===== config.mk =====
export PLATFORM = sky130hd
export DESIGN_NAME = plmrx_out_stage_flat
export DESIGN_NICKNAME = d
export VERILOG_FILES = /design/src/rtl/core/plmrx_pkg.sv /design/src/rtl/core/plmrx_ifs.sv /design/src/rtl/core/plmrx_out_stage.sv /design/src/flat_wrapper.sv
export SDC_FILE = /design/constraint.sdc
export NUM_CORES = 1
export LEC_CHECK = 0
export ABC_AREA = 1
export BUFFER_PORTS_ARGS = -buffer_cell sky130_fd_sc_hd__buf_2
export CAP_MARGIN = 20
export CELL_PAD_IN_SITES_DETAIL_PLACEMENT = 1
export CELL_PAD_IN_SITES_GLOBAL_PLACEMENT = 1
export CORE_UTILIZATION = 30
export DETAILED_ROUTE_END_ITERATION = 16
export HOLD_SLACK_MARGIN = 0.05
export PLACE_DENSITY = 0.84
export SLEW_MARGIN = 20
export SYNTH_ARGS = -nofsm -noshare
export SYNTH_HDL_FRONTEND = slang
export SYNTH_SLANG_ARGS = --single-unit

===== constraint.sdc =====
create_clock -name clk -period 1.12 [get_ports clk]
set_input_delay 0.168 -clock clk [delete_from_list [all_inputs] [get_ports clk]]
set_output_delay 0.168 -clock clk [all_outputs]
set_load 0.005 [all_outputs]

===== src/rtl/core/plmrx_pkg.sv =====
// ----------------------------------------------------------------------------
// plmrx_pkg
// Types, codes and constants shared by the response frame receiver.
// ----------------------------------------------------------------------------
`default_nettype none

package plmrx_pkg;

  localparam logic [7:0] BYTE_STX    = 8'h02;
  localparam logic [7:0] BYTE_NAK    = 8'h15;
  localparam logic [7:0] UNSOL_FIRST = 8'h50;
  localparam logic [7:0] UNSOL_LAST  = 8'h58;

  localparam logic [4:0] MIN_FRAME = 5'd3;
  localparam logic [4:0] MAX_FRAME = 5'd28;
  localparam logic [4:0] HDR_LEN   = 5'd2;

  localparam int CFG_IDX_W = 1;
  localparam logic [CFG_IDX_W-1:0] CFG_EXPECT_CMD = 1'b0;
  localparam logic [CFG_IDX_W-1:0] CFG_EXPECT_LEN = 1'b1;

  typedef enum logic [1:0] {
    KIND_DATA     = 2'd0,
    KIND_NAK      = 2'd1,
    KIND_BADSTART = 2'd2,
    KIND_BADCMD   = 2'd3
  } kind_t;

  typedef enum logic [1:0] {
    PH_HUNT = 2'd0,
    PH_CMD  = 2'd1,
    PH_DATA = 2'd2,
    PH_SKIP = 2'd3
  } phase_t;

  typedef struct packed {
    logic [7:0] expect_cmd;
    logic [4:0] expect_len;
  } cfg_t;

  typedef struct packed {
    kind_t      kind;
    logic [7:0] data_byte;
    logic       last;
    logic       end_nak;
  } res_t;

  // body length of unsolicited messages 0x50..0x58
  function automatic logic [4:0] unsol_body(input logic [3:0] idx);
    logic [4:0] len;
    unique case (idx)
      4'd0:    len = 5'd9;
      4'd1:    len = 5'd23;
      4'd2:    len = 5'd2;
      4'd3:    len = 5'd8;
      4'd4:    len = 5'd1;
      4'd5:    len = 5'd0;
      4'd6:    len = 5'd5;
      4'd7:    len = 5'd8;
      4'd8:    len = 5'd1;
      default: len = 5'd0;
    endcase
    return len;
  endfunction

endpackage

`default_nettype wire


===== src/rtl/core/plmrx_ifs.sv =====
// ----------------------------------------------------------------------------
// plmrx_ifs
// Valid/ready channels of the response frame receiver.
// ----------------------------------------------------------------------------
`default_nettype none


interface plmrx_res_if;
  logic       valid;
  logic       ready;
  logic [1:0] kind;
  logic [7:0] data_byte;
  logic       last;
  logic       end_nak;

  modport source (output valid, output kind, output data_byte, output last,
                  output end_nak, input ready);
  modport sink   (input valid, input kind, input data_byte, input last,
                  input end_nak, output ready);
endinterface


`default_nettype wire


===== src/rtl/core/plmrx_out_stage.sv =====
// ----------------------------------------------------------------------------
// plmrx_out_stage
// Result register driving the result channel.
// ----------------------------------------------------------------------------
`default_nettype none

module plmrx_out_stage import plmrx_pkg::*; (
  input  wire  clk,
  input  wire  rst,
  input  wire  load,
  input  wire  res_t res_in,
  output logic free,
  plmrx_res_if.source rsp
);

  logic valid;
  res_t res_q;

  assign free = !valid || rsp.ready;

  always_ff @(posedge clk) begin
    if (rst) begin
      valid <= 1'b0;
    end else if (load) begin
      valid <= 1'b1;
    end else if (rsp.ready) begin
      valid <= 1'b0;
    end
  end

  always_ff @(posedge clk) begin
    if (load) begin
      res_q <= res_in;
    end
  end

  assign rsp.valid     = valid;
  assign rsp.kind      = 2'(res_q.kind);
  assign rsp.data_byte = res_q.data_byte;
  assign rsp.last      = res_q.last;
  assign rsp.end_nak   = res_q.end_nak;

endmodule

`default_nettype wire

===== src/flat_wrapper.sv =====
// flat-port wrapper written by rule: the top's interface ports become plain ports
module plmrx_out_stage_flat import plmrx_pkg::*;
  (clk, rst, load, res_in, free, rsp_valid, rsp_kind, rsp_data_byte, rsp_last, rsp_end_nak, rsp_ready);
  plmrx_res_if rsp_i ();
  input  wire clk;
  input  wire rst;
  input  wire load;
  input  wire  res_t res_in;
  output logic free;
  output wire logic [$bits(rsp_i.valid)-1:0] rsp_valid;
  output wire logic [$bits(rsp_i.kind)-1:0] rsp_kind;
  output wire logic [$bits(rsp_i.data_byte)-1:0] rsp_data_byte;
  output wire logic [$bits(rsp_i.last)-1:0] rsp_last;
  output wire logic [$bits(rsp_i.end_nak)-1:0] rsp_end_nak;
  input wire logic [$bits(rsp_i.ready)-1:0] rsp_ready;
  assign rsp_valid = rsp_i.valid;
  assign rsp_kind = rsp_i.kind;
  assign rsp_data_byte = rsp_i.data_byte;
  assign rsp_last = rsp_i.last;
  assign rsp_end_nak = rsp_i.end_nak;
  assign rsp_i.ready = rsp_ready;
  plmrx_out_stage u_core (.clk(clk), .rst(rst), .load(load), .res_in(res_in), .free(free), .rsp(rsp_i));
endmodule

# Word-level counts from Yosys, hierarchy flattened
# Cells that the tools add are included.
# classes
add_sub_neg	0
multipliers	0
div_mod_pow	0
order_cmp	0
eq_ne	0
shift	0
n_mux	2
n_bitwise	0
n_reduce_logical	3
# ops
cell	n
$mux 1	2
$reduce_bool 2->1	1
$logic_not 1->1	1
$logic_or 1x1->1	1
# word_totals
ff_bits	13
latch_bits	0
mem_bits_rw	0
romBits	0
out_inout_bits	14
wordCells	10
mem_count	0

# Logic depth before layout (Yosys ltp)
# Gate-level depths: netlist (run 1).
# logic_depth
ltp_word	2
mapped_depth	3
mapped_depth_nobuf	3

# Worst setup path after synthesis (run 1)
# No wires, ideal clock.
# synth_timing
kind	reg2out
startpoint	register u_core.valid, in the netlist u_core.rsp.valid
endpoint	output free
arrival_ns	0.406
setup_slack_ns	0.546
path_stages_with_launch	2
path_buffers	0
path_cell_list	dfxtp_1 -> nand2_2
# synth_between
elab_chain_len	2
# synth_rtl
item	line_no	rtl
start, declared	plmrx_out_stage.sv:16	logic valid;
start signal, assigned	plmrx_out_stage.sv:23	valid <= 1'b0;
start signal, assigned	plmrx_out_stage.sv:25	valid <= 1'b1;
start signal, assigned	plmrx_out_stage.sv:27	valid <= 1'b0;
$logic_not 1->1	plmrx_out_stage.sv:19	assign free = !valid || rsp.ready;
$logic_or 1x1->1	plmrx_out_stage.sv:19	
end, declared	flat_wrapper.sv:9	output logic free;
# Every way passes these cells.

# Worst setup path after layout (run 1)
# Same ends and word-level chain as after synthesis.

==> results of run 1 <==
## worst max-delay path, cell delays in order (launching register included)
cell	delay [ns]
dfxtp_1	0.34
nand2_2	0.07
buf_2	0.12
## what timing repair did
item | 4_1_cts | 5_1_grt
hold buffers | 1 | 0
endpoints found under the setup margin | 0 | 0
hold endpoints to repair | 1 | 0
## power groups by stage
stage               logic [mW]  registers, mW  clock network [mW]
global route            0.0918          0.582               0.304
CTS                     0.0834          0.579               0.288
global placement        0.0785          0.591                   0
floorplan              0.00557          0.598                   0
detailed placement      0.0807          0.590                   0
finish                  0.0819          0.579               0.278
## per-layer routing
metal | track usage [%] | part of all wire [%] | up-vias
li1 | - | - | 130
met1 | 9.51 | 32 | 119
met2 | 19.2 | 54 | 21
met3 | 6.94 | 12 | 2
met4 | 5.17 | 1.5 | 0
met5 | 0 | 0 | -
## through the flow
stage / hold WS, ns / power [mW] / util [%]
after floorplan: 0.230 / 0.604 / -
after global placement: 0.330 / 0.669 / 48.3
after detailed placement: 0.330 / 0.671 / 48.3
after CTS: 0.0602 / 0.951 / 51.4
after global routing: 0.0534 / 0.978 / 51.4
final: 0.0657 / 0.939 / 51.4
## cell families after synthesis
logic type	after synthesis
buffers and inverters	2
AOI/OAI and AO/OA	1
DFF	13
and+or+nand+nor	1
## state kept, by name (all words and copies together) (netlist names)
register / flops
u_core.rsp.data_byte: 8
u_core.rsp.kind: 2
u_core.rsp.end_nak: 1
u_core.rsp.last: 1
u_core.rsp.valid: 1
## placed cells by master (no fill, tap or decap)
cell type      netlist  layout
clkbuf_1             0       1
edfxtp_1            12      12
dlygate4sd3_1        0       1
a21oi_2              1       1
clkbuf_4             0       3
inv_1                2       2
dfxtp_1              1       1
buf_2                0      29
nand2_2              1       1
## worst max path at each step
stage,startpoint,end,cells after the start
final,u_core.rsp.valid,free,2
after global routing,u_core.rsp.valid,free,2
after CTS,u_core.rsp.valid,free,2
after detailed placement,load,u_core.rsp.data_byte[0],1
after global placement,load,u_core.rsp.kind[0],1
after floorplan,u_core.rsp.valid,free,1
## final cells by class
cell class	count	share of cell area, %
Multi-Input combinational cell	2	2.49
Sequential cell	13	63.2
Clock buffer	4	4.37
Tap cell	14	2.91
Timing Repair Buffer	30	25.8
Inverter	2	1.25
==> results.json, run 1 <==
{
  "pwr-share-comb_pct": 8.7,
  "clk_latency_ns": 0.27,
  "ff_latch_area_um2": 380,
  "slew_violations": 0,
  "yosysSeqAreaShare_pct": 94.4,
  "seq_power_share_pct": 61.6,
  "io_buffers": 29,
  "r2r_end": "u_core.rsp.valid",
  "fillers": 133,
  "synth_top_family_by_area": "compound AO/OA/AOI/OAI gates",
  "synthAdderAreaFrac_pct": 0,
  "nets": 68,
  "rr_worst_depth": 2,
  "yosysUniqueCellTypes": 5,
  "root_buffer": "clkbuf_4",
  "rsz0062_at_grt": "false",
  "numCtsBuffers": 3,
  "p_sw_uw": 184,
  "synthFlopType": "edfxtp_1",
  "cap_violations": 0,
  "antennaDiodeCount": 0,
  "cellPowerDensity_nw_per_um2": 1560,
  "p_leak_nw": 0.273,
  "hold_depth": 1,
  "die_width_um": 38.6,
  "yosysWarnings": 0,
  "syn_inst": 17,
  "path_class": "register to output port",
  "drc": 0,
  "place_hpwl_um": 559,
  "placed_area_um2": 566,
  "power.internal_uw": 755,
  "maxSlewHeadroom_pct": 82.4,
  "finalHoldViolCount": 0,
  "fmax_mhz": 1040,
  "yosysMostFrequentCell": "edfxtp_1",
  "clockPowerShare_pct": 29.7,
  "whs_endpoint": "u_core.rsp.data_byte[0]",
  "dp.cells": 60,
  "multi_input_area_um2": 15.0,
  "vias": 272,
  "core_area_um2": 1170,
  "grt_pass1_vias": 252,
  "synth_area_per_cell_um2": 23.7,
  "finalCritPeriodShare_pct": 86.3,
  "arrival_ns": 0.80,
  "worstHoldStart": "res_in[2]",
  "finClkSkew_ns": 0,
  "synth_fp_nets": 33,
  "viasPerCell": 4.18,
  "grt.total_usage_pct": 11.0,
  "antenna_found_initial": 0,
  "syn_area_um2": 403,
  "ys_ff_latch": 13,
  "final_cells": 65,
  "peakVddDrop_mv": 0.879,
  "synth_xor_area_share_pct": 0,
  "p_sw_share_pct": 19.6,
  "place.gp.congestion": 0.701,
  "clkTransAtPathRegs_ns": 0.07,
  "tightestPinTransition_ns": 0.264,
  "r2r_slack_ns": 0.55,
  "synth_mux_area_share_pct": 0,
  "crit_path_start_kind": "register",
  "cts_resized": 0,
  "min_period_ns": 0.966,
  "status": "complete, no violations",
  "grt-ovfl-total": 0,
  "setup_tns_ns": 0,
  "synth_commonest_cells": "edfxtp_1, inv_1, a21oi_2, dfxtp_1, nand2_2",
  "finalSetupViolCount": 0,
  "wire_per_inst_um": 10.6,
  "fp-row-count": 12,
  "syn2layout_area_growth_pct": 49.4,
  "synth-simple-area-share_pct": 1.55,
  "die_h_um": 38.6,
  "fin_area_um2": 602,
  "initial_core_util_pct": 34.4,
  "r2r_start": "u_core.rsp.valid",
  "cp.required_ns": 0.95,
  "crit_path_max_fanout": 2,
  "cts_tree": "built",
  "synth_area_leaders": "edfxtp_1, dfxtp_1, a21oi_2",
  "cts.sinks": 13,
  "io_pins": 30,
  "hold_class": "primary input to register",
  "synth_top_area_cell": "edfxtp_1",
  "dr.first_iter.drc_count": 4,
  "postCtsSetupBuffers": 0,
  "htree_num_levels": 1,
  "preCtsSetupSlack_ns": 0.365,
  "postRouteAntennaNets": 0,
  "postLayoutSetupSlackWorst_ns": 0.154,
  "die_area_um2": 1490,
  "ys_async_sr_fraction_pct": 0,
  "grt_pass1_wl_mm": 1.00,
  "worstSetupEndpointType": "output port",
  "synth_edf_count": 12,
  "clock_path_buffers": 2,
  "drt-total-wl_um": 689,
  "first_pass_iters": 2,
  "grt_max_degree": 14,
  "yosysTopAreaCellShare_pct": 89.4,
  "drive_above_1_share_pct": 66.7,
  "synth_compound_area_share_pct": 2.17
}
Note: power is estimated with default switching activity, not from simulation.
==> run 2, diff against run 1 <==
==> constraint.sdc (replaced) <==
create_clock -name clk -period 1.12 [get_ports clk]
set_input_delay 0.336 -clock clk [delete_from_list [all_inputs] [get_ports clk]]
set_output_delay 0.336 -clock clk [all_outputs]
set_load 0.005 [all_outputs]
==> run 2 against run 1 <==
  * The flow now finishes with violations (setup timing)
  * Via count rose by 3.3%
  * Critical path type unchanged
  * Register-to-register slack worse by 0.12 ns
  * Largest cell class unchanged
  * Routed wire length grew 10%
  * Total power is 0.78% higher
  * Critical path depth fell by 1
  * Worst hold slack better by 0.14 ns
  * Cell count unchanged
  * Maximum frequency decreased by 14%
  * Highest routed layer is now met3
  * Clock power up 2%
==> results.json, run 2 (synthesis results as in run 1) <==
{
  "clk_latency_ns": 0.27,
  "htree_num_levels": 1,
  "worstSetupEndpointType": "output port",
  "grt_pass1_vias": 294,
  "numCtsBuffers": 3,
  "postRouteAntennaNets": 0,
  "path_class": "register to output port",
  "cp.depth": 1,
  "die_area_um2": 1490,
  "violations": "setup timing",
  "final_cells": 65,
  "maxSlewHeadroom_pct": 81.7,
  "fmax_mhz": 890,
  "grt_max_degree": 14,
  "grt_pass1_wl_mm": 1.15,
  "antennaDiodeCount": 0,
  "grt.total_usage_pct": 12.3,
  "rr_worst_depth": 3,
  "clock_path_buffers": 2,
  "p_leak_nw": 0.273,
  "path_delay_family": "flip-flops",
  "largest_register_ff_count": 8,
  "wire_per_inst_um": 11.7,
  "root_buffer": "clkbuf_4",
  "syn2layout_area_growth_pct": 49.1,
  "vias": 281,
  "preCtsSetupSlack_ns": 0.125,
  "viasPerCell": 4.32,
  "cp.required_ns": 0.78,
  "setup_tns_ns": -0.00327,
  "cap_violations": 0,
  "grt-ovfl-total": 0,
  "placed_area_um2": 566,
  "core_area_um2": 1170,
  "nets": 68,
  "rsz0062_at_grt": "true",
  "worst-path-buf-inv": 1,
  "hold_depth": 2,
  "max_stage_delay_ns": 0.38,
  "io_buffers": 29,
  "finClkSkew_ns": 0,
  "status": "finished, violations left",
  "first_pass_iters": 3,
  "dp.cells": 60,
  "fin_area_um2": 601,
  "antenna_found_initial": 0,
  "cts_tree": "built",
  "fp-row-count": 12,
  "cellPowerDensity_nw_per_um2": 1580,
  "tightestPinTransition_ns": 0.274,
  "die_width_um": 38.6,
  "min_period_ns": 1.12,
  "crit_path_start_kind": "register",
  "finalCritPeriodShare_pct": 100,
  "finalSetupViolCount": 1,
  "crit_chain": "buf_2",
  "cpMaxStageDelayCell": "edfxtp_1",
  "slew_violations": 0,
  "drive_above_1_share_pct": 70.6,
  "peakVddDrop_mv": 1.06,
  "hold_class": "primary input to register",
  "layout_commonest_cell": "buf_2",
  "drc": 0,
  "clkTransAtPathRegs_ns": 0.08,
  "place.gp.congestion": 0.675,
  "initial_core_util_pct": 34.4,
  "finalHoldViolCount": 0,
  "postLayoutSetupSlackWorst_ns": -0.00327,
  "arrival_ns": 0.79,
  "crit_path_max_fanout": 1,
  "dr.first_iter.drc_count": 1,
  "drt-total-wl_um": 758,
  "p_total_uw": 946,
  "cts.sinks": 13,
  "die_h_um": 38.6,
  "io_pins": 30,
  "final_cell_mix": "buf_2, edfxtp_1, clkbuf_4"
}
[run 2: final timing paths]
check / start / to / slack, ns
worst max register to register: u_core.rsp.valid / u_core.rsp.valid / 0.43
worst min register to register: u_core.rsp.valid / u_core.rsp.valid / 0.56
worst max-delay path: u_core.rsp.data_byte[5] / rsp_data_byte[5] / -0.003
worst min-delay path: rst / u_core.rsp.valid / 0.21
[run 2: what timing repair did]
| action | in CTS | in global routing |
|---|---|---|
| endpoints found under the hold margin | 0 | 0 |
| resized for setup | 1 | 0 |
| setup endpoints to repair | 4 | 12 |
| pin swaps | 1 | 0 |
| hold buffers | 0 | 0 |
| buffers inserted | 1 | 0 |
[run 2: through the flow]
stage / hold WS (ns) / util (%)
final: 0.210 / 51.3
after global routing: 0.206 / 51.3
after global placement: 0.459 / 48.3
after floorplan: 0.398 / -
after CTS: 0.200 / 51.3
after detailed placement: 0.471 / 48.3
[run 2: area by class of cell]
class,instances,area (um2)
Fill cell,131,571
Clock buffer,4,26.3
Tap cell,14,17.5
Multi-Input combinational cell,2,15.0
Timing Repair Buffer,30,153
Sequential cell,13,382
Inverter,2,7.51
[run 2: power breakdown]
| part | internal, mW | switching, mW |
|---|---|---|
| Clock | 0.138 | 0.146 |
| Sequential | 0.571 | 0.00958 |
| Combinational | 0.0462 | 0.0356 |
[run 2: per-layer routing]
layer	vias to the layer above	GRT usage [%]	wire length [um]
li1	131	-	-
met1	132	9.06	250
met2	18	25.4	439
met3	0	5.20	69
met4	0	5.17	0
met5	-	0	0
==> run 3, diff against run 2 <==
Settings changed: BUFFER_PORTS_ARGS -buffer_cell sky130_fd_sc_hd__buf_2 to unset, CORE_AREA set to 2 2 39 41, CORE_UTILIZATION 30 to unset, DIE_AREA set to 0 0 41 43, DONT_BUFFER_PORTS set to 1, PLACE_DENSITY 0.84 to 0.59.
==> run 3 against run 2 <==
  * The run now ends clean
  * Critical path depth did not move
  * Register-to-register slack improved by 0.07 ns
  * Setup slack better by 0.068 ns
  * Maximum frequency rose by 6.4%
  * First-iteration DRC count grew to 3.0 times the previous value
  * Highest routed layer unchanged
  * Clock skew unchanged
  * Sequential power is 2% higher
==> results.json, run 3 (synthesis results as in run 1) <==
{
  "drt-total-wl_um": 604,
  "worstSetupEndpointType": "output port",
  "cellPowerDensity_nw_per_um2": 1930,
  "grt.total_usage_pct": 7.20,
  "p_leak_nw": 0.155,
  "antennaDiodeCount": 0,
  "path_delay_family": "flip-flops",
  "crit_path_max_fanout": 2,
  "path_class": "register to output port",
  "cap_violations": 0,
  "nets": 38,
  "grt_pass1_vias": 175,
  "die_width_um": 41,
  "fp-row-count": 14,
  "die_area_um2": 1760,
  "peakVddDrop_mv": 0.510,
  "finalHoldViolCount": 0,
  "slew_violations": 0,
  "tightestPinTransition_ns": 0.124,
  "largest_register_ff_count": 8,
  "numCtsBuffers": 3,
  "viasPerCell": 4.27,
  "io_buffers": 0,
  "cts.sinks": 13,
  "finClkSkew_ns": 0,
  "grt_max_degree": 14,
  "io_pins": 30,
  "htree_num_levels": 1,
  "clk_latency_ns": 0.26,
  "fmax_mhz": 948,
  "cts_tree": "built",
  "initial_core_util_pct": 29.1,
  "min_period_ns": 1.06,
  "p_total_uw": 865,
  "cpMaxStageDelayCell": "dfxtp_1",
  "maxSlewHeadroom_pct": 91.7,
  "cts_resized": 0,
  "postRouteAntennaNets": 0,
  "grt_pass1_wl_um": 786,
  "clkTransAtPathRegs_ns": 0.07,
  "vias": 158,
  "drive_above_1_share_pct": 23.8,
  "cp.required_ns": 0.78,
  "hold_class": "primary input to register",
  "crit_chain": "nand2_2",
  "root_buffer": "clkbuf_4",
  "antenna_found_initial": 0,
  "postCtsSetupBuffers": 0,
  "worst-path-buf-inv": 0,
  "final_cell_mix": "edfxtp_1, clkbuf_4, inv_1",
  "clock_path_buffers": 2,
  "finalSetupViolCount": 0,
  "status": "complete, no violations",
  "dr.first_iter.drc_count": 3,
  "layout_commonest_cell": "edfxtp_1",
  "die_h_um": 43,
  "core_area_um2": 1380,
  "setup_tns_ns": 0,
  "finalCritPeriodShare_pct": 94.2,
  "syn2layout_area_growth_pct": 11.5,
  "ctsHoldBuffers": 0,
  "fillers": 142,
  "wire_per_inst_um": 16.3,
  "crit_path_start_kind": "register",
  "first_pass_iters": 2,
  "grt-ovfl-total": 0,
  "max_stage_delay_ns": 0.37,
  "place.gp.congestion": 0.572,
  "drc": 0,
  "rsz0062_at_grt": "false",
  "arrival_ns": 0.72
}
-- run 3: changes by cell type in the layout (fill, tap and decap cells not counted) --
cell / before / now
buf_2: 29 / 0
buf_4: 1 / 0
dfxtp_1: 0 / 1
dfxtp_2: 1 / 0
-- run 3: where the power goes --
group	switching, mW	leakage [nW]	total (mW)	internal, mW
Sequential	0.0193	0.126	0.592	0.573
Combinational	0.00339	0.0141	0.00603	0.00264
Clock	0.129	0.0150	0.267	0.137
Total	0.152	0.155	0.865	0.713
-- run 3: final timing paths --
path	startpoint	to	slack, ns	cells after the start
hold reg to reg	u_core.rsp.valid	u_core.rsp.valid	0.51	2
setup / recovery	u_core.rsp.valid	free	0.06	1
hold / removal	rst	u_core.rsp.valid	0.12	1
setup reg to reg	u_core.rsp.valid	u_core.rsp.valid	0.50	2
-- run 3: area by class of cell --
cell class	instances	area [um2]	share of cell area (%)
Multi-Input combinational cell	2	15.0	3.34
Sequential cell	13	380	84.7
Tap cell	16	20.0	4.46
Clock buffer	4	26.3	5.85
Inverter	2	7.51	1.67
-- run 3: metrics by stage --
stage                     instance area (um2)  cells  utilization [%]  hold WS [ns]  worst slack (ns)
after floorplan                           403     17                -         0.398             0.351
after global placement                    423     33             30.6         0.400             0.345
after detailed placement                  423     33             30.6         0.403             0.338
after CTS                                 449     37             32.5         0.114            0.0513
after global routing                      449     37             32.5         0.111            0.0281
final                                     449     37             32.5         0.124            0.0647
-- run 3: layer usage --
layer  track usage [%]  wire length [um]  share of wire (%)  vias up
met4              4.00                 0                  0        0
met2              12.2               357                 59       14
met5                 0                 0                  0        -
met3              3.66                44                7.3        0
met1              6.27               203                 34       73
li1                  -                 -                  -       71
