===== src/rtl/core/plmrx_pkg.sv =====
// ----------------------------------------------------------------------------
// plmrx_pkg
// Types, codes and constants shared by the response frame receiver.
// ----------------------------------------------------------------------------
`default_nettype none

package plmrx_pkg;

  localparam logic [7:0] BYTE_STX    = 8'h02;
  localparam logic [7:0] BYTE_NAK    = 8'h15;
  localparam logic [7:0] UNSOL_FIRST = 8'h50;
  localparam logic [7:0] UNSOL_LAST  = 8'h58;

  localparam logic [4:0] MIN_FRAME = 5'd3;
  localparam logic [4:0] MAX_FRAME = 5'd28;
  localparam logic [4:0] HDR_LEN   = 5'd2;

  localparam int CFG_IDX_W = 1;
  localparam logic [CFG_IDX_W-1:0] CFG_EXPECT_CMD = 1'b0;
  localparam logic [CFG_IDX_W-1:0] CFG_EXPECT_LEN = 1'b1;

  typedef enum logic [1:0] {
    KIND_DATA     = 2'd0,
    KIND_NAK      = 2'd1,
    KIND_BADSTART = 2'd2,
    KIND_BADCMD   = 2'd3
  } kind_t;

  typedef enum logic [1:0] {
    PH_HUNT = 2'd0,
    PH_CMD  = 2'd1,
    PH_DATA = 2'd2,
    PH_SKIP = 2'd3
  } phase_t;

  typedef struct packed {
    logic [7:0] expect_cmd;
    logic [4:0] expect_len;
  } cfg_t;

  typedef struct packed {
    kind_t      kind;
    logic [7:0] data_byte;
    logic       last;
    logic       end_nak;
  } res_t;

  // body length of unsolicited messages 0x50..0x58
  function automatic logic [4:0] unsol_body(input logic [3:0] idx);
    logic [4:0] len;
    unique case (idx)
      4'd0:    len = 5'd9;
      4'd1:    len = 5'd23;
      4'd2:    len = 5'd2;
      4'd3:    len = 5'd8;
      4'd4:    len = 5'd1;
      4'd5:    len = 5'd0;
      4'd6:    len = 5'd5;
      4'd7:    len = 5'd8;
      4'd8:    len = 5'd1;
      default: len = 5'd0;
    endcase
    return len;
  endfunction

endpackage

`default_nettype wire


===== src/rtl/core/plmrx_parser.sv =====
// ----------------------------------------------------------------------------
// plmrx_parser
// Frame state machine: decodes one registered byte per step.
// ----------------------------------------------------------------------------
`default_nettype none

module plmrx_parser import plmrx_pkg::*; (
  input  wire        clk,
  input  wire        rst,
  input  wire        step,
  input  wire  [7:0] rx_byte,
  input  wire  cfg_t regs,
  output logic       has_res,
  output res_t       res
);

  phase_t     phase, phase_next;
  logic [4:0] remaining, remaining_next;
  logic [4:0] rem_dec;
  logic [4:0] frame_len;
  logic       is_unsol;
  logic [4:0] body_len;

  always_comb begin
    if (regs.expect_len < MIN_FRAME) begin
      frame_len = MIN_FRAME;
    end else if (regs.expect_len > MAX_FRAME) begin
      frame_len = MAX_FRAME;
    end else begin
      frame_len = regs.expect_len;
    end
  end

  assign is_unsol = (rx_byte >= UNSOL_FIRST) && (rx_byte <= UNSOL_LAST);
  assign body_len = unsol_body(4'(rx_byte - UNSOL_FIRST));
  assign rem_dec  = (remaining == 5'd0) ? 5'd0 : remaining - 5'd1;

  always_comb begin
    phase_next     = phase;
    remaining_next = remaining;
    has_res        = 1'b0;
    res            = '{kind: KIND_DATA, data_byte: 8'h00, last: 1'b0, end_nak: 1'b0};
    unique case (phase)
      PH_HUNT: begin
        if (rx_byte == BYTE_NAK) begin
          has_res  = 1'b1;
          res.kind = KIND_NAK;
        end else if (rx_byte == BYTE_STX) begin
          phase_next = PH_CMD;
        end else begin
          has_res  = 1'b1;
          res.kind = KIND_BADSTART;
        end
      end
      PH_CMD: begin
        if (rx_byte == regs.expect_cmd) begin
          remaining_next = frame_len - HDR_LEN;
          phase_next     = PH_DATA;
        end else if (is_unsol) begin
          remaining_next = body_len;
          phase_next     = (body_len == 5'd0) ? PH_HUNT : PH_SKIP;
        end else begin
          remaining_next = 5'd0;
          phase_next     = PH_HUNT;
          has_res        = 1'b1;
          res.kind       = KIND_BADCMD;
        end
      end
      PH_DATA: begin
        remaining_next = rem_dec;
        has_res        = 1'b1;
        res.data_byte  = rx_byte;
        if (rem_dec == 5'd0) begin
          phase_next  = PH_HUNT;
          res.last    = 1'b1;
          res.end_nak = (rx_byte == BYTE_NAK);
        end
      end
      PH_SKIP: begin
        remaining_next = rem_dec;
        if (rem_dec == 5'd0) begin
          phase_next = PH_HUNT;
        end
      end
      default: ;
    endcase
  end

  always_ff @(posedge clk) begin
    if (rst) begin
      phase     <= PH_HUNT;
      remaining <= 5'd0;
    end else if (step) begin
      phase     <= phase_next;
      remaining <= remaining_next;
    end
  end

`ifndef ASSERT_OFF
  a_data_count: assert property (@(posedge clk) disable iff (rst)
    (phase == PH_DATA) |-> (remaining != 5'd0) && (remaining <= MAX_FRAME - HDR_LEN))
    else $error("payload count out of range");

  a_skip_count: assert property (@(posedge clk) disable iff (rst)
    (phase == PH_SKIP) |-> (remaining != 5'd0))
    else $error("skip phase with empty body");

  a_arm: assert property (@(posedge clk) disable iff (rst)
    (step && phase == PH_HUNT && rx_byte == BYTE_STX) |=> (phase == PH_CMD))
    else $error("start byte did not arm parser");

  a_hold: assert property (@(posedge clk) disable iff (rst)
    !step |=> $stable(phase) && $stable(remaining))
    else $error("state moved without a step");
`endif

endmodule

`default_nettype wire


===== config.mk =====
export PLATFORM = sky130hd
export DESIGN_NAME = plmrx_parser
export DESIGN_NICKNAME = d
export VERILOG_FILES = /design/src/rtl/core/plmrx_pkg.sv /design/src/rtl/core/plmrx_parser.sv
export SDC_FILE = /design/constraint.sdc
export NUM_CORES = 1
export LEC_CHECK = 0
export BUFFER_PORTS_ARGS = -buffer_cell sky130_fd_sc_hd__buf_2
export CORE_MARGIN = 1.5
export CORE_UTILIZATION = 49
export CTS_CLUSTER_SIZE = 8
export DETAILED_ROUTE_END_ITERATION = 10
export PLACE_DENSITY_LB_ADDON = 0.05
export SLEW_MARGIN = 5
export SYNTH_ARGS = -nofsm -noshare
export SYNTH_HDL_FRONTEND = slang
export SYNTH_SLANG_ARGS = --single-unit

===== constraint.sdc =====
create_clock -name clk -period 2.2 [get_ports clk]
set_clock_uncertainty 0.1 [all_clocks]
set_input_delay 0.44 -clock clk [delete_from_list [all_inputs] [get_ports clk]]
set_output_delay 0.44 -clock clk [all_outputs]
set_load 0.03 [all_outputs]

Word-level counts from Yosys, hierarchy flattened
Memory sizes are Yosys's and may differ from the RTL's.
Index checks and enable logic that the tools add are counted.
{ "totals": {"reg_bits": 7, "latchBits": 0, "mem_bits_rw": 0, "mem_bits_ro": 80, "inputBits": 24, "output_inout_bits": 13, "elab_cells": 53, "n_memories": 1} }
{ "classes": {"add_sub_neg": 3, "multipliers": 0, "div_mod_pow": 0, "magnitude_cmp": 4, "n_eq_ne": 9, "n_shift": 0, "n_mux": 25, "bitwise_logic": 0, "reduce_logical": 9} }
{ "mem_list": {"columns": ["name", "words", "word_bits", "rd", "rd_ports_with_merged_regs", "wr", "line", "source"], "rows": [
  ["(no name shown)", 16, 5, 1, 0, 0, "plmrx_pkg.sv:51", "unique case (idx)"]
]} }
{ "op_table": {"columns": ["cell", "count"], "rows": [
  ["$mux 5", 5],
  ["$mux 2", 11],
  ["$logic_not 5->1", 3],
  ["$mux 10", 1],
  ["$pmux 5 s2", 1],
  ["$eq 8x2->1 const B", 1],
  ["$eq 8x5->1 const B", 1],
  ["$eq 8x8->1", 1],
  ["$ge 8x7->1 const B", 1],
  ["$le 8x7->1 const B", 1],
  ["$pmux 2 s3", 1],
  ["$gt 5x5->1 const B", 1],
  ["$lt 5x2->1 const B", 1],
  ["$sub 5x1->5 const B", 1],
  ["$sub 5x2->5 const B", 1],
  ["$eq 2x2->1 const B", 2],
  ["$mux 1", 4],
  ["$ne 2x2->1 const B", 2],
  ["$pmux 2 s2", 1],
  ["$reduce_and 4->1", 1],
  ["$sub 4x1->4 const B", 1],
  ["$pmux 1 s3", 1],
  ["$eq 2x1->1 const B", 1],
  ["$logic_not 2->1", 1],
  ["5 further kinds", 5]
]} }

Longest topological paths before layout
Gate-level depths: netlist (run 1).
An unclocked memory read counts as a cell.
{ "logic_depth": {"ltp_word": 7, "mapped_depth": 7, "mapped_depth_nobuf": 7} }

Least setup slack after synthesis (run 1)
OpenSTA, ideal clock, no wires.
{ "synth_timing": {"path_kind": "register to output", "startpoint": "register remaining[0]", "endpoint": "output port res[0] (netlist bit)", "arrival_ps": 2331, "required_ps": 1660, "path_slack_ps": -671, "path_stages_with_launch": 8, "path_buffers": 0, "path_cell_list": "dfxtp_1 -> inv_1 -> ha_1 -> nand2_1 -> mux2_2 -> o21ai_0 -> nand3_1 -> nor4_1"} }
{ "synth_lines": {"columns": ["element", "line", "source"], "rows": [
  ["start, declared", "plmrx_parser.sv:18", "logic [4:0] remaining, remaining_next;"],
  ["start signal, assigned", "plmrx_parser.sv:95", "remaining <= remaining_next;"],
  ["end, declared", "plmrx_parser.sv:14", "output res_t res"]
]} }

==> impl_metrics.py, run 1 <==
metrics = {
    "power_and_ir_drop": {
        "ir_drop_uv": 294,
        "powerDensity_mw_per_mm2": 235,
        "power_w": 0.000389,
        "p_leak_nw": 0.778,
    },
    "hold_path": {
        "whs_endpoint": "remaining[2]",
        "hold_depth": 2,
        "hold_class": "input pin to flip-flop",
        "min_from": "rst",
    },
    "worst_setup_path": {
        "end_kind": "output port",
        "crit_fanout": 3,
        "cp.arrival_ns": 1.86,
        "cp.required_ns": 1.66,
        "start_kind": "flip-flop",
        "critPathKind": "flip-flop to output port",
        "r2r-start": "remaining[0]",
        "reg2reg_to": "remaining[3]",
        "max_stage_delay_ns": 0.34,
        "crit_slowest_cell": "dfxtp_2",
        "worstRegToRegCells": 7,
        "worstPathCellList": "inv_2 > ha_4 > nand2_2 > mux2_4 > o21ai_4 > nand3_4 > nor4_4 > buf_4",
        "r2r_slack_ns": 0.21,
    },
    "cells_and_area": {
        "post_layout_nonfiller_instances": 239,
        "multiInputGateArea_sq_um": 940,
        "diodes": 0,
        "drive_gt1_frac": 0.462,
        "area_delta_synth_final_pct": 62.8,
        "nFillCells": 131,
        "layout_commonest_cell": "buf_4",
        "regArea_sq_um": 143,
        "final_cell_area_sq_mm": 0.00165,
        "layout_common_cells": "buf_4 (37), buf_2 (29), nor2_1 (13)",
        "fin_nets": 243,
    },
    "grt": {
        "grt_pass1_wl_mm": 5.35,
        "grt_antenna_before_repair": 0,
        "track_usage": 0.286,
        "grtUsageMet3": 0.0494,
        "grt-busiest-layer": "met2",
        "use_met1": 0.406,
        "grt_pass1_vias": 1177,
        "grt_start_max_net_pins": 13,
        "overflow": 0,
        "grt_use_met2": 0.465,
    },
    "die": {
        "fp.dieW_um": 48.5,
        "rows": 16,
        "die_y_um": 48.5,
        "ioPinCount": 37,
        "start_util": 0.517,
        "die-area_sq_mm": 0.00235,
        "coreArea_sq_mm": 0.00196,
    },
    "place": {
        "place_inst": 227,
        "place_area_sq_mm": 0.00145,
        "post-dp-hpwl_mm": 2.41,
        "gp_congestion": 0.926,
        "io_buffers": 36,
        "place_ws_ns": -0.188,
    },
    "timing": {
        "layout_setup_ws_ns": -0.204,
        "fin_tns_setup_ns": -0.714,
        "grt_setup_unrepaired": "yes",
        "slew-limit-headroom": 0.590,
        "finalCritPeriodShare": 1.09,
        "finalSetupViolCount": 5,
        "hold_violations": 0,
        "worst_pin_slew_ns": 0.606,
        "drv_slew": 0,
        "timing.fmax_mhz": 416,
        "finalCriticalPeriod_ns": 2.40,
    },
    "drt": {
        "first_pass_iters": 4,
        "ant_nets": 0,
        "initialDrtViolationCount": 60,
        "drt-total-wl_mm": 3.56,
        "drc": 0,
        "vias": 1378,
        "wire_per_inst_um": 14.9,
        "viasPerCell": 5.77,
    },
    "synth": {
        "ys_seq_elements": 7,
        "synth-main-ff-cell": "dfxtp_1",
        "synth_edf_count": 0,
        "seq_area_frac_synth": 0.138,
        "syn_area_per_cell_sq_um": 7.15,
        "synthesis.nets": 172,
        "yosysUniqueCellTypes": 45,
        "synthCells": 142,
        "synth_area_leaders": "dfxtp_1 (14%), xor2_1 (7.8%), ha_1 (7.4%)",
        "yosys.area.top_type": "dfxtp_1",
        "synthesis.area_sq_mm": 0.00101,
        "synth_top_area_share": 0.138,
        "synthesis.yosys.warnings": 0,
        "async_reset_ff_frac": 0,
    },
    "clock_network": {
        "cts_sinks": 7,
        "clkSlewWorstSetupHoldPaths_ns": 0.06,
        "htree_levels": 1,
        "ctsHoldBuffers": 0,
        "cts-buffers-inserted": 3,
        "cts_buffer_depth": 2,
        "cts_tree": "built",
        "clk_latency_ns": 0.27,
        "root_buffer": "clkbuf_4",
    },
    "run_status": {
        "violations": "setup timing",
        "status": "complete, but fails checks",
    },
    "flow_run": {
        "max-cap-violations": 0,
    },
}
[sequential cells by signal, indices dropped and copies added, names as in the netlist]
register   count
remaining      5
phase          2
[per-stage QoR]
stage	util	hold WS (ns)
2_1_floorplan	-	0.414
4_1_cts	0.817	0.398
6_report	0.842	0.394
3_3_place_gp	0.740	0.452
5_1_grt	0.842	0.384
3_5_place_dp	0.740	0.450
[worst max-delay path: cells and delay by family, from the launching register on]
kind	cells	cell delay, ns
AO/OA/AOI/OAI	1	0.17
adder cells (fa/ha/maj)	1	0.27
buffers and inverters	2	0.24
flip-flops	1	0.34
multiplexers	1	0.28
AND/OR/NAND/NOR	3	0.30
[cells by family (layout without fill, tap and decap cells)]
family | after synthesis | count (layout) | share of synthesized area
AO/OA/AOI/OAI | 40 | 40 | 0.255
XOR/XNOR | 9 | 9 | 0.0777
adder cells (fa/ha/maj) | 6 | 6 | 0.0740
buffers and inverters | 13 | 83 | 0.0481
flip-flops | 7 | 7 | 0.138
multiplexers | 4 | 4 | 0.0419
AND/OR/NAND/NOR | 63 | 63 | 0.365
[Yosys cell counts, drive strengths merged (3+ instances only)]
| master | number |
|---|---|
| a211oi | 3 |
| a21oi | 14 |
| and2 | 6 |
| clkbuf | 3 |
| dfxtp | 7 |
| ha | 6 |
| inv | 8 |
| nand2 | 11 |
| nand2b | 5 |
| nand3 | 3 |
| nor2 | 13 |
| nor2b | 6 |
| nor3 | 3 |
| nor4 | 3 |
| o21ai | 8 |
| or3 | 3 |
| xor2 | 9 |
[final cells by class]
type | count | share of cell area
Clock buffer | 4 | 0.0159
Tap cell | 27 | 0.0205
Multi-Input combinational cell | 122 | 0.569
Timing Repair Buffer | 71 | 0.290
Sequential cell | 7 | 0.0864
Inverter | 8 | 0.0182
[worst max path at each step]
stage / start / to / slack [ns] / cells past startpoint
2_1_floorplan: remaining[0] / res[0] / -0.03 / 7
3_3_place_gp: rx_byte[3] / has_res / -0.15 / 6
3_5_place_dp: rx_byte[3] / has_res / -0.19 / 6
4_1_cts: remaining[0] / res[0] / -0.19 / 8
5_1_grt: remaining[1] / res[0] / -0.29 / 8
6_report: remaining[0] / res[0] / -0.20 / 8
[power by group]
group	internal (W)	switching, W	leakage, nW
sequential	0.000127	0.000000198	0.0574
combinational	0.0000678	0.0000672	0.705
clock	0.0000698	0.0000568	0.0150
total	0.000265	0.000124	0.778
[what timing repair did]
item / CTS / global route
resized for setup: 19 / 6
pin swaps: 15 / 4
setup buffers: 7 / 2
endpoints found under the setup margin: 5 / 5
gates cloned: 0 / 0
endpoints found under the hold margin: 0 / 0
[metal layers]
metal  share of wire  vias up  routed length [um]
met5               0        -                   0
met4           0.013        0                  47
met3           0.068        6                 241
met2            0.49       72                1760
met1            0.43      640                1520
li1                -      660                   -
(Power assumes the default switching activity.)
==> run 2, diff against run 1 <==
==> constraint.sdc (replaced) <==
create_clock -name clk -period 2.2 [get_ports clk]
set_clock_uncertainty 0.1 [all_clocks]
set_input_delay 0.22 -clock clk [delete_from_list [all_inputs] [get_ports clk]]
set_output_delay 0.22 -clock clk [all_outputs]
set_load 0.03 [all_outputs]
==> run 2 against run 1 <==
The run still ends with setup timing left. Design area decreased by 18%. Fmax rose by 6.6%. Register-to-register slack better by 0.13 ns. Clock power about the same. Sequential share of layout area increased by 1.9 points. Sequential power hardly changed. First-iteration DRC count is 68% lower. Die area unchanged. Critical endpoint unchanged. Largest cell class unchanged.
==> impl_metrics.py, run 2 (synthesized netlist as in run 1, its figures left out) <==
metrics = {
    "run_status": {
        "status": "complete, but fails checks",
        "violations": "setup timing",
    },
    "clock_network": {
        "cts_buffer_depth": 2,
        "cts_tree": "built",
        "htree_levels": 1,
        "root_buffer": "clkbuf_4",
        "clkSlewWorstSetupHoldPaths_ns": 0.06,
        "clk_latency_ns": 0.27,
        "cts_sinks": 7,
        "ctsHoldBuffers": 0,
        "cts-buffers-inserted": 3,
    },
    "grt": {
        "grt_pass1_vias": 1049,
        "grt_pass1_wl_mm": 4.61,
        "track_usage": 0.245,
        "overflow": 0,
        "grt_antenna_before_repair": 0,
        "grt_start_max_net_pins": 19,
    },
    "timing": {
        "drv_slew": 0,
        "timing.fmax_mhz": 443,
        "hold_violations": 0,
        "finalCriticalPeriod_ns": 2.26,
        "worst_pin_slew_ns": 0.555,
        "grt_setup_unrepaired": "yes",
        "finalSetupViolCount": 2,
        "slew-limit-headroom": 0.630,
        "layout_setup_ws_ns": -0.0562,
        "finalCritPeriodShare": 1.03,
    },
    "cells_and_area": {
        "final_cell_area_sq_mm": 0.00135,
        "reg_top3": "remaining: 5 flops, phase: 2 flops",
        "top_register": "remaining",
        "diodes": 0,
        "largest_register_ffs": 5,
        "fin_nets": 215,
        "layout_common_cells": "buf_2 (34), nor2_1 (13), a21oi_1 (13)",
        "layout_commonest_cell": "buf_2",
        "area_delta_synth_final_pct": 33.0,
        "final_util": 0.688,
        "drive_gt1_frac": 0.342,
    },
    "drt": {
        "ant_nets": 0,
        "viasPerCell": 5.69,
        "drt-total-wl_mm": 2.78,
        "wire_per_inst_um": 13.2,
        "wl_met1_mm": 1.29,
        "dr_wl_met2_mm": 1.34,
        "drc": 0,
        "wl_met3_um": 143,
        "vias": 1201,
        "initialDrtViolationCount": 19,
        "first_pass_iters": 6,
        "top_layer": "met4",
    },
    "place": {
        "gp_congestion": 0.855,
        "post-dp-hpwl_mm": 2.11,
        "io_buffers": 36,
        "place_area_sq_mm": 0.00125,
        "place_ws_ns": -0.00401,
    },
    "power_and_ir_drop": {
        "powerDensity_mw_per_mm2": 261,
        "ir_drop_uv": 278,
        "p_leak_nw": 0.620,
        "power_w": 0.000352,
    },
    "worst_setup_path": {
        "crit_fanout": 2,
        "cp.required_ns": 1.88,
        "cp.arrival_ns": 1.94,
        "end_kind": "output port",
        "start_kind": "flip-flop",
        "critPathKind": "flip-flop to output port",
    },
    "die": {
        "coreArea_sq_mm": 0.00196,
        "die_y_um": 48.5,
        "ioPinCount": 37,
        "die-area_sq_mm": 0.00235,
        "rows": 16,
        "start_util": 0.517,
        "fp.dieW_um": 48.5,
    },
    "hold_path": {
        "hold_class": "input pin to flip-flop",
    },
    "flow_run": {
        "max-cap-violations": 0,
    },
}
## run 2: path summary, 6_finish.rpt
kind | start | to | slack (ns) | cells after the start
setup / recovery | remaining[0] | res[0] | -0.06 | 8
hold / removal | rst | remaining[1] | 0.16 | 2
setup reg to reg | remaining[1] | remaining[0] | 0.34 | 8
hold reg to reg | remaining[4] | remaining[4] | 0.50 | 2
## run 2: layer usage
layer,vias up,track usage
met4,0,0.0476
met1,555,0.326
met3,2,0.0617
met2,41,0.405
li1,603,-
met5,-,0
## run 2: critical path, stage by stage (launching register included)
cell,delay [ns]
dfxtp_2,0.33
inv_2,0.05
ha_4,0.27
nand2_2,0.04
mux2_4,0.28
o21ai_4,0.14
nand3_2,0.11
nor4_4,0.25
buf_4,0.20
## run 2: area by class of cell
| class | instances | area [sq um] |
|---|---|---|
| clock buffer | 4 | 26.3 |
| fill | 207 | 612 |
| inverter | 8 | 30.0 |
| multi-input combinational | 122 | 880 |
| sequential | 7 | 143 |
| tap | 27 | 33.8 |
| timing repair buffer | 43 | 238 |
## run 2: repair_timing
item / 4_1_cts / 5_1_grt
endpoints found under the setup margin: 2 / 2
resized for setup: 11 / 3
buffers inserted: 2 / 2
pin swaps: 3 / 6
## run 2: metrics by stage
step | cells | setup TNS, ns | hold WS [ns]
global route | 211 | -0.261 | 0.164
floorplan | 142 | 0 | 0.364
detailed placement | 203 | -0.00401 | 0.434
CTS | 209 | -0.0696 | 0.154
finish | 211 | -0.0691 | 0.162
global placement | 203 | 0 | 0.438
## run 2: power breakdown
| group | internal (W) | leakage [nW] | switching (W) |
|---|---|---|---|
| registers | 0.000127 | 0.0574 | 0.000000191 |
| logic | 0.0000402 | 0.547 | 0.0000553 |
| clock network | 0.0000700 | 0.0150 | 0.0000596 |
| total | 0.000237 | 0.620 | 0.000115 |
==> run 3, diff against run 2 <==
--- a/config.mk
+++ b/config.mk
@@ -5,9 +5,10 @@
 export SDC_FILE = /design/constraint.sdc
 export NUM_CORES = 1
 export LEC_CHECK = 0
+export ABC_AREA = 1
 export BUFFER_PORTS_ARGS = -buffer_cell sky130_fd_sc_hd__buf_2
 export CORE_MARGIN = 1.5
-export CORE_UTILIZATION = 49
+export CORE_UTILIZATION = 50
 export CTS_CLUSTER_SIZE = 8
 export DETAILED_ROUTE_END_ITERATION = 10
 export PLACE_DENSITY_LB_ADDON = 0.05
==> run 3 against run 2 <==
The run now ends clean. Critical path type unchanged. Sequential power increased by 12%. Flip-flop and latch count unchanged. Largest cell class unchanged. Critical path depth decreased by 1. Via count increased by 5.1%.
==> impl_metrics.py, run 3 <==
metrics = {
    "timing": {
        "drv_slew": 0,
        "finalSetupViolCount": 0,
        "timing.fmax_mhz": 483,
        "worst_pin_slew_ns": 0.388,
        "finalCriticalPeriod_ns": 2.07,
        "fin_tns_setup_ns": 0,
        "finalCritPeriodShare": 0.940,
        "slew-limit-headroom": 0.741,
        "hold_violations": 0,
        "grt_setup_unrepaired": "no",
    },
    "drt": {
        "vias": 1262,
        "initialDrtViolationCount": 23,
        "drt-total-wl_mm": 2.66,
        "ant_nets": 0,
        "drc": 0,
        "wire_per_inst_um": 10.4,
        "viasPerCell": 4.93,
        "first_pass_iters": 4,
    },
    "worst_setup_path": {
        "max_stage_delay_ns": 0.32,
        "end_kind": "output port",
        "crit_slowest_cell": "dfxtp_1",
        "worstPathCellList": "inv_1 > ha_1 > xor2_1 > nand2_1 > nand4_2 > nor3_1 > buf_4",
        "start_kind": "flip-flop",
        "critPathKind": "flip-flop to output port",
        "crit_fanout": 5,
        "cp.arrival_ns": 1.75,
        "cp.required_ns": 1.88,
    },
    "synth": {
        "synthesis.yosys.warnings": 0,
        "synth_area_leaders": "nand2_1 (19%), dfxtp_1 (13%), inv_1 (9.4%)",
        "synthesis.nets": 222,
        "synth_top_area_share": 0.194,
        "yosysUniqueCellTypes": 25,
        "syn_area_per_cell_sq_um": 5.63,
        "synthesis.area_sq_mm": 0.00108,
        "ys_seq_elements": 7,
        "yosysMostFrequentCell": "nand2_1",
        "synthCells": 192,
        "async_reset_ff_frac": 0,
        "synthTopCellsByCount": "nand2_1 (56), inv_1 (27), nor2_1 (25), nand3_1 (16), a21oi_1 (10)",
        "synth_edf_count": 0,
        "synth-main-ff-cell": "dfxtp_1",
        "yosys.area.top_type": "nand2_1",
        "seq_area_frac_synth": 0.130,
    },
    "place": {
        "post-dp-hpwl_mm": 2.22,
        "place_area_sq_mm": 0.00127,
        "gp_congestion": 0.881,
        "io_buffers": 36,
        "place_inst": 252,
    },
    "clock_network": {
        "cts_resized": 0,
        "root_buffer": "clkbuf_4",
        "ctsHoldBuffers": 0,
        "clkSlewWorstSetupHoldPaths_ns": 0.06,
        "cts_tree": "built",
        "cts-buffers-inserted": 3,
        "cts_sinks": 7,
        "clk_latency_ns": 0.26,
        "htree_levels": 1,
        "cts_buffer_depth": 2,
        "cts_setup_buffers": 0,
    },
    "grt": {
        "use_met1": 0.313,
        "grt_use_met2": 0.419,
        "grt_start_max_net_pins": 12,
        "grt_pass1_wl_mm": 4.73,
        "grt_antenna_before_repair": 0,
        "grt_pass1_vias": 1188,
        "grtUsageMet3": 0.0394,
        "grt-busiest-layer": "met2",
        "track_usage": 0.238,
        "overflow": 0,
    },
    "cells_and_area": {
        "diodes": 0,
        "largest_register_ffs": 5,
        "post_layout_nonfiller_instances": 256,
        "layout_commonest_cell": "nand2_1",
        "area_delta_synth_final_pct": 20.4,
        "layout_common_cells": "nand2_1 (56), buf_2 (34), inv_1 (27)",
        "fin_nets": 260,
        "drive_gt1_frac": 0.258,
        "reg_top3": "remaining: 5 flops, phase: 2 flops",
        "final_cell_area_sq_mm": 0.00130,
        "top_register": "remaining",
    },
    "die": {
        "die_y_um": 49.5,
        "fp.dieW_um": 49.5,
        "die-area_sq_mm": 0.00245,
        "start_util": 0.540,
        "rows": 16,
        "ioPinCount": 37,
        "coreArea_sq_mm": 0.00200,
    },
    "power_and_ir_drop": {
        "ir_drop_uv": 385,
        "p_leak_nw": 0.747,
        "powerDensity_mw_per_mm2": 415,
    },
    "flow_run": {
        "max-cap-violations": 0,
    },
    "run_status": {
        "status": "finished clean",
    },
    "hold_path": {
        "hold_class": "input pin to flip-flop",
    },
}
==> run 3: changes by cell type in the layout (fill, tap and decap cells not counted), moves of 6 or more <==
cell     change
buf_4        -8
xor2_1       -7
nor2_1      +12
nand3_1     +14
and2_1       -6
nand2_1     +47
nor2b_1      -6
inv_1       +21
==> run 3: cell families (layout without fill, tap and decap cells) <==
| family | count (synthesis) | in the layout | synth area share |
|---|---|---|---|
| buffers and inverters | 36 | 73 | 0.139 |
| AOI/OAI and AO/OA | 23 | 23 | 0.115 |
| and+or+nand+nor | 115 | 115 | 0.507 |
| DFF | 7 | 7 | 0.130 |
| xor gates and xnor gates | 5 | 5 | 0.0405 |
| adders and majority gates | 6 | 6 | 0.0694 |
==> run 3: metrics by stage <==
stage	utilization	total power, W	hold WS, ns	setup WS [ns]
floorplan	-	0.000343	0.189	0.209
global placement	0.634	0.000409	0.348	0.454
detailed placement	0.634	0.000419	0.353	0.400
CTS	0.648	0.000542	0.0702	0.110
global route	0.650	0.000589	0.0788	0.000492
finish	0.650	0.000540	0.0759	0.132
==> run 3: area by class of cell <==
| cell class | count | area (sq um) |
|---|---|---|
| flip-flops and latches | 7 | 140 |
| clock inverters | 1 | 5.00 |
| fillers | 227 | 701 |
| multi-input cells | 149 | 791 |
| clock buffers | 3 | 22.5 |
| well taps | 27 | 33.8 |
| repair buffers | 36 | 185 |
| inverters | 33 | 124 |
==> run 3: path summary, 6_finish.rpt <==
kind         depth (start not counted)  slack, ns            to    startpoint
min reg2reg                          2       0.36  remaining[1]  remaining[1]
min                                  2       0.08  remaining[2]           rst
max reg2reg                          9       0.47      phase[1]  remaining[0]
max                                  7       0.13        res[0]  remaining[0]
==> run 3: power by group <==
group | internal, W | switching, W | leakage (nW)
clock network | 0.0000669 | 0.0000559 | 0.0177
registers | 0.000134 | 0.00000784 | 0.0566
logic | 0.0000927 | 0.000183 | 0.672
==> run 3: critical path: cells and delay by family (launching register included) <==
family | cells | cell delay [ns]
buf+inv | 2 | 0.29
xor+xnor | 1 | 0.17
flops | 1 | 0.32
fa+ha+maj | 1 | 0.28
simple gates | 3 | 0.42
==> run 3: routing by layer <==
metal | vias up | routed length [um]
met5 | - | 0
met4 | 0 | 0
met3 | 0 | 133
met2 | 35 | 1230
met1 | 547 | 1300
li1 | 680 | -
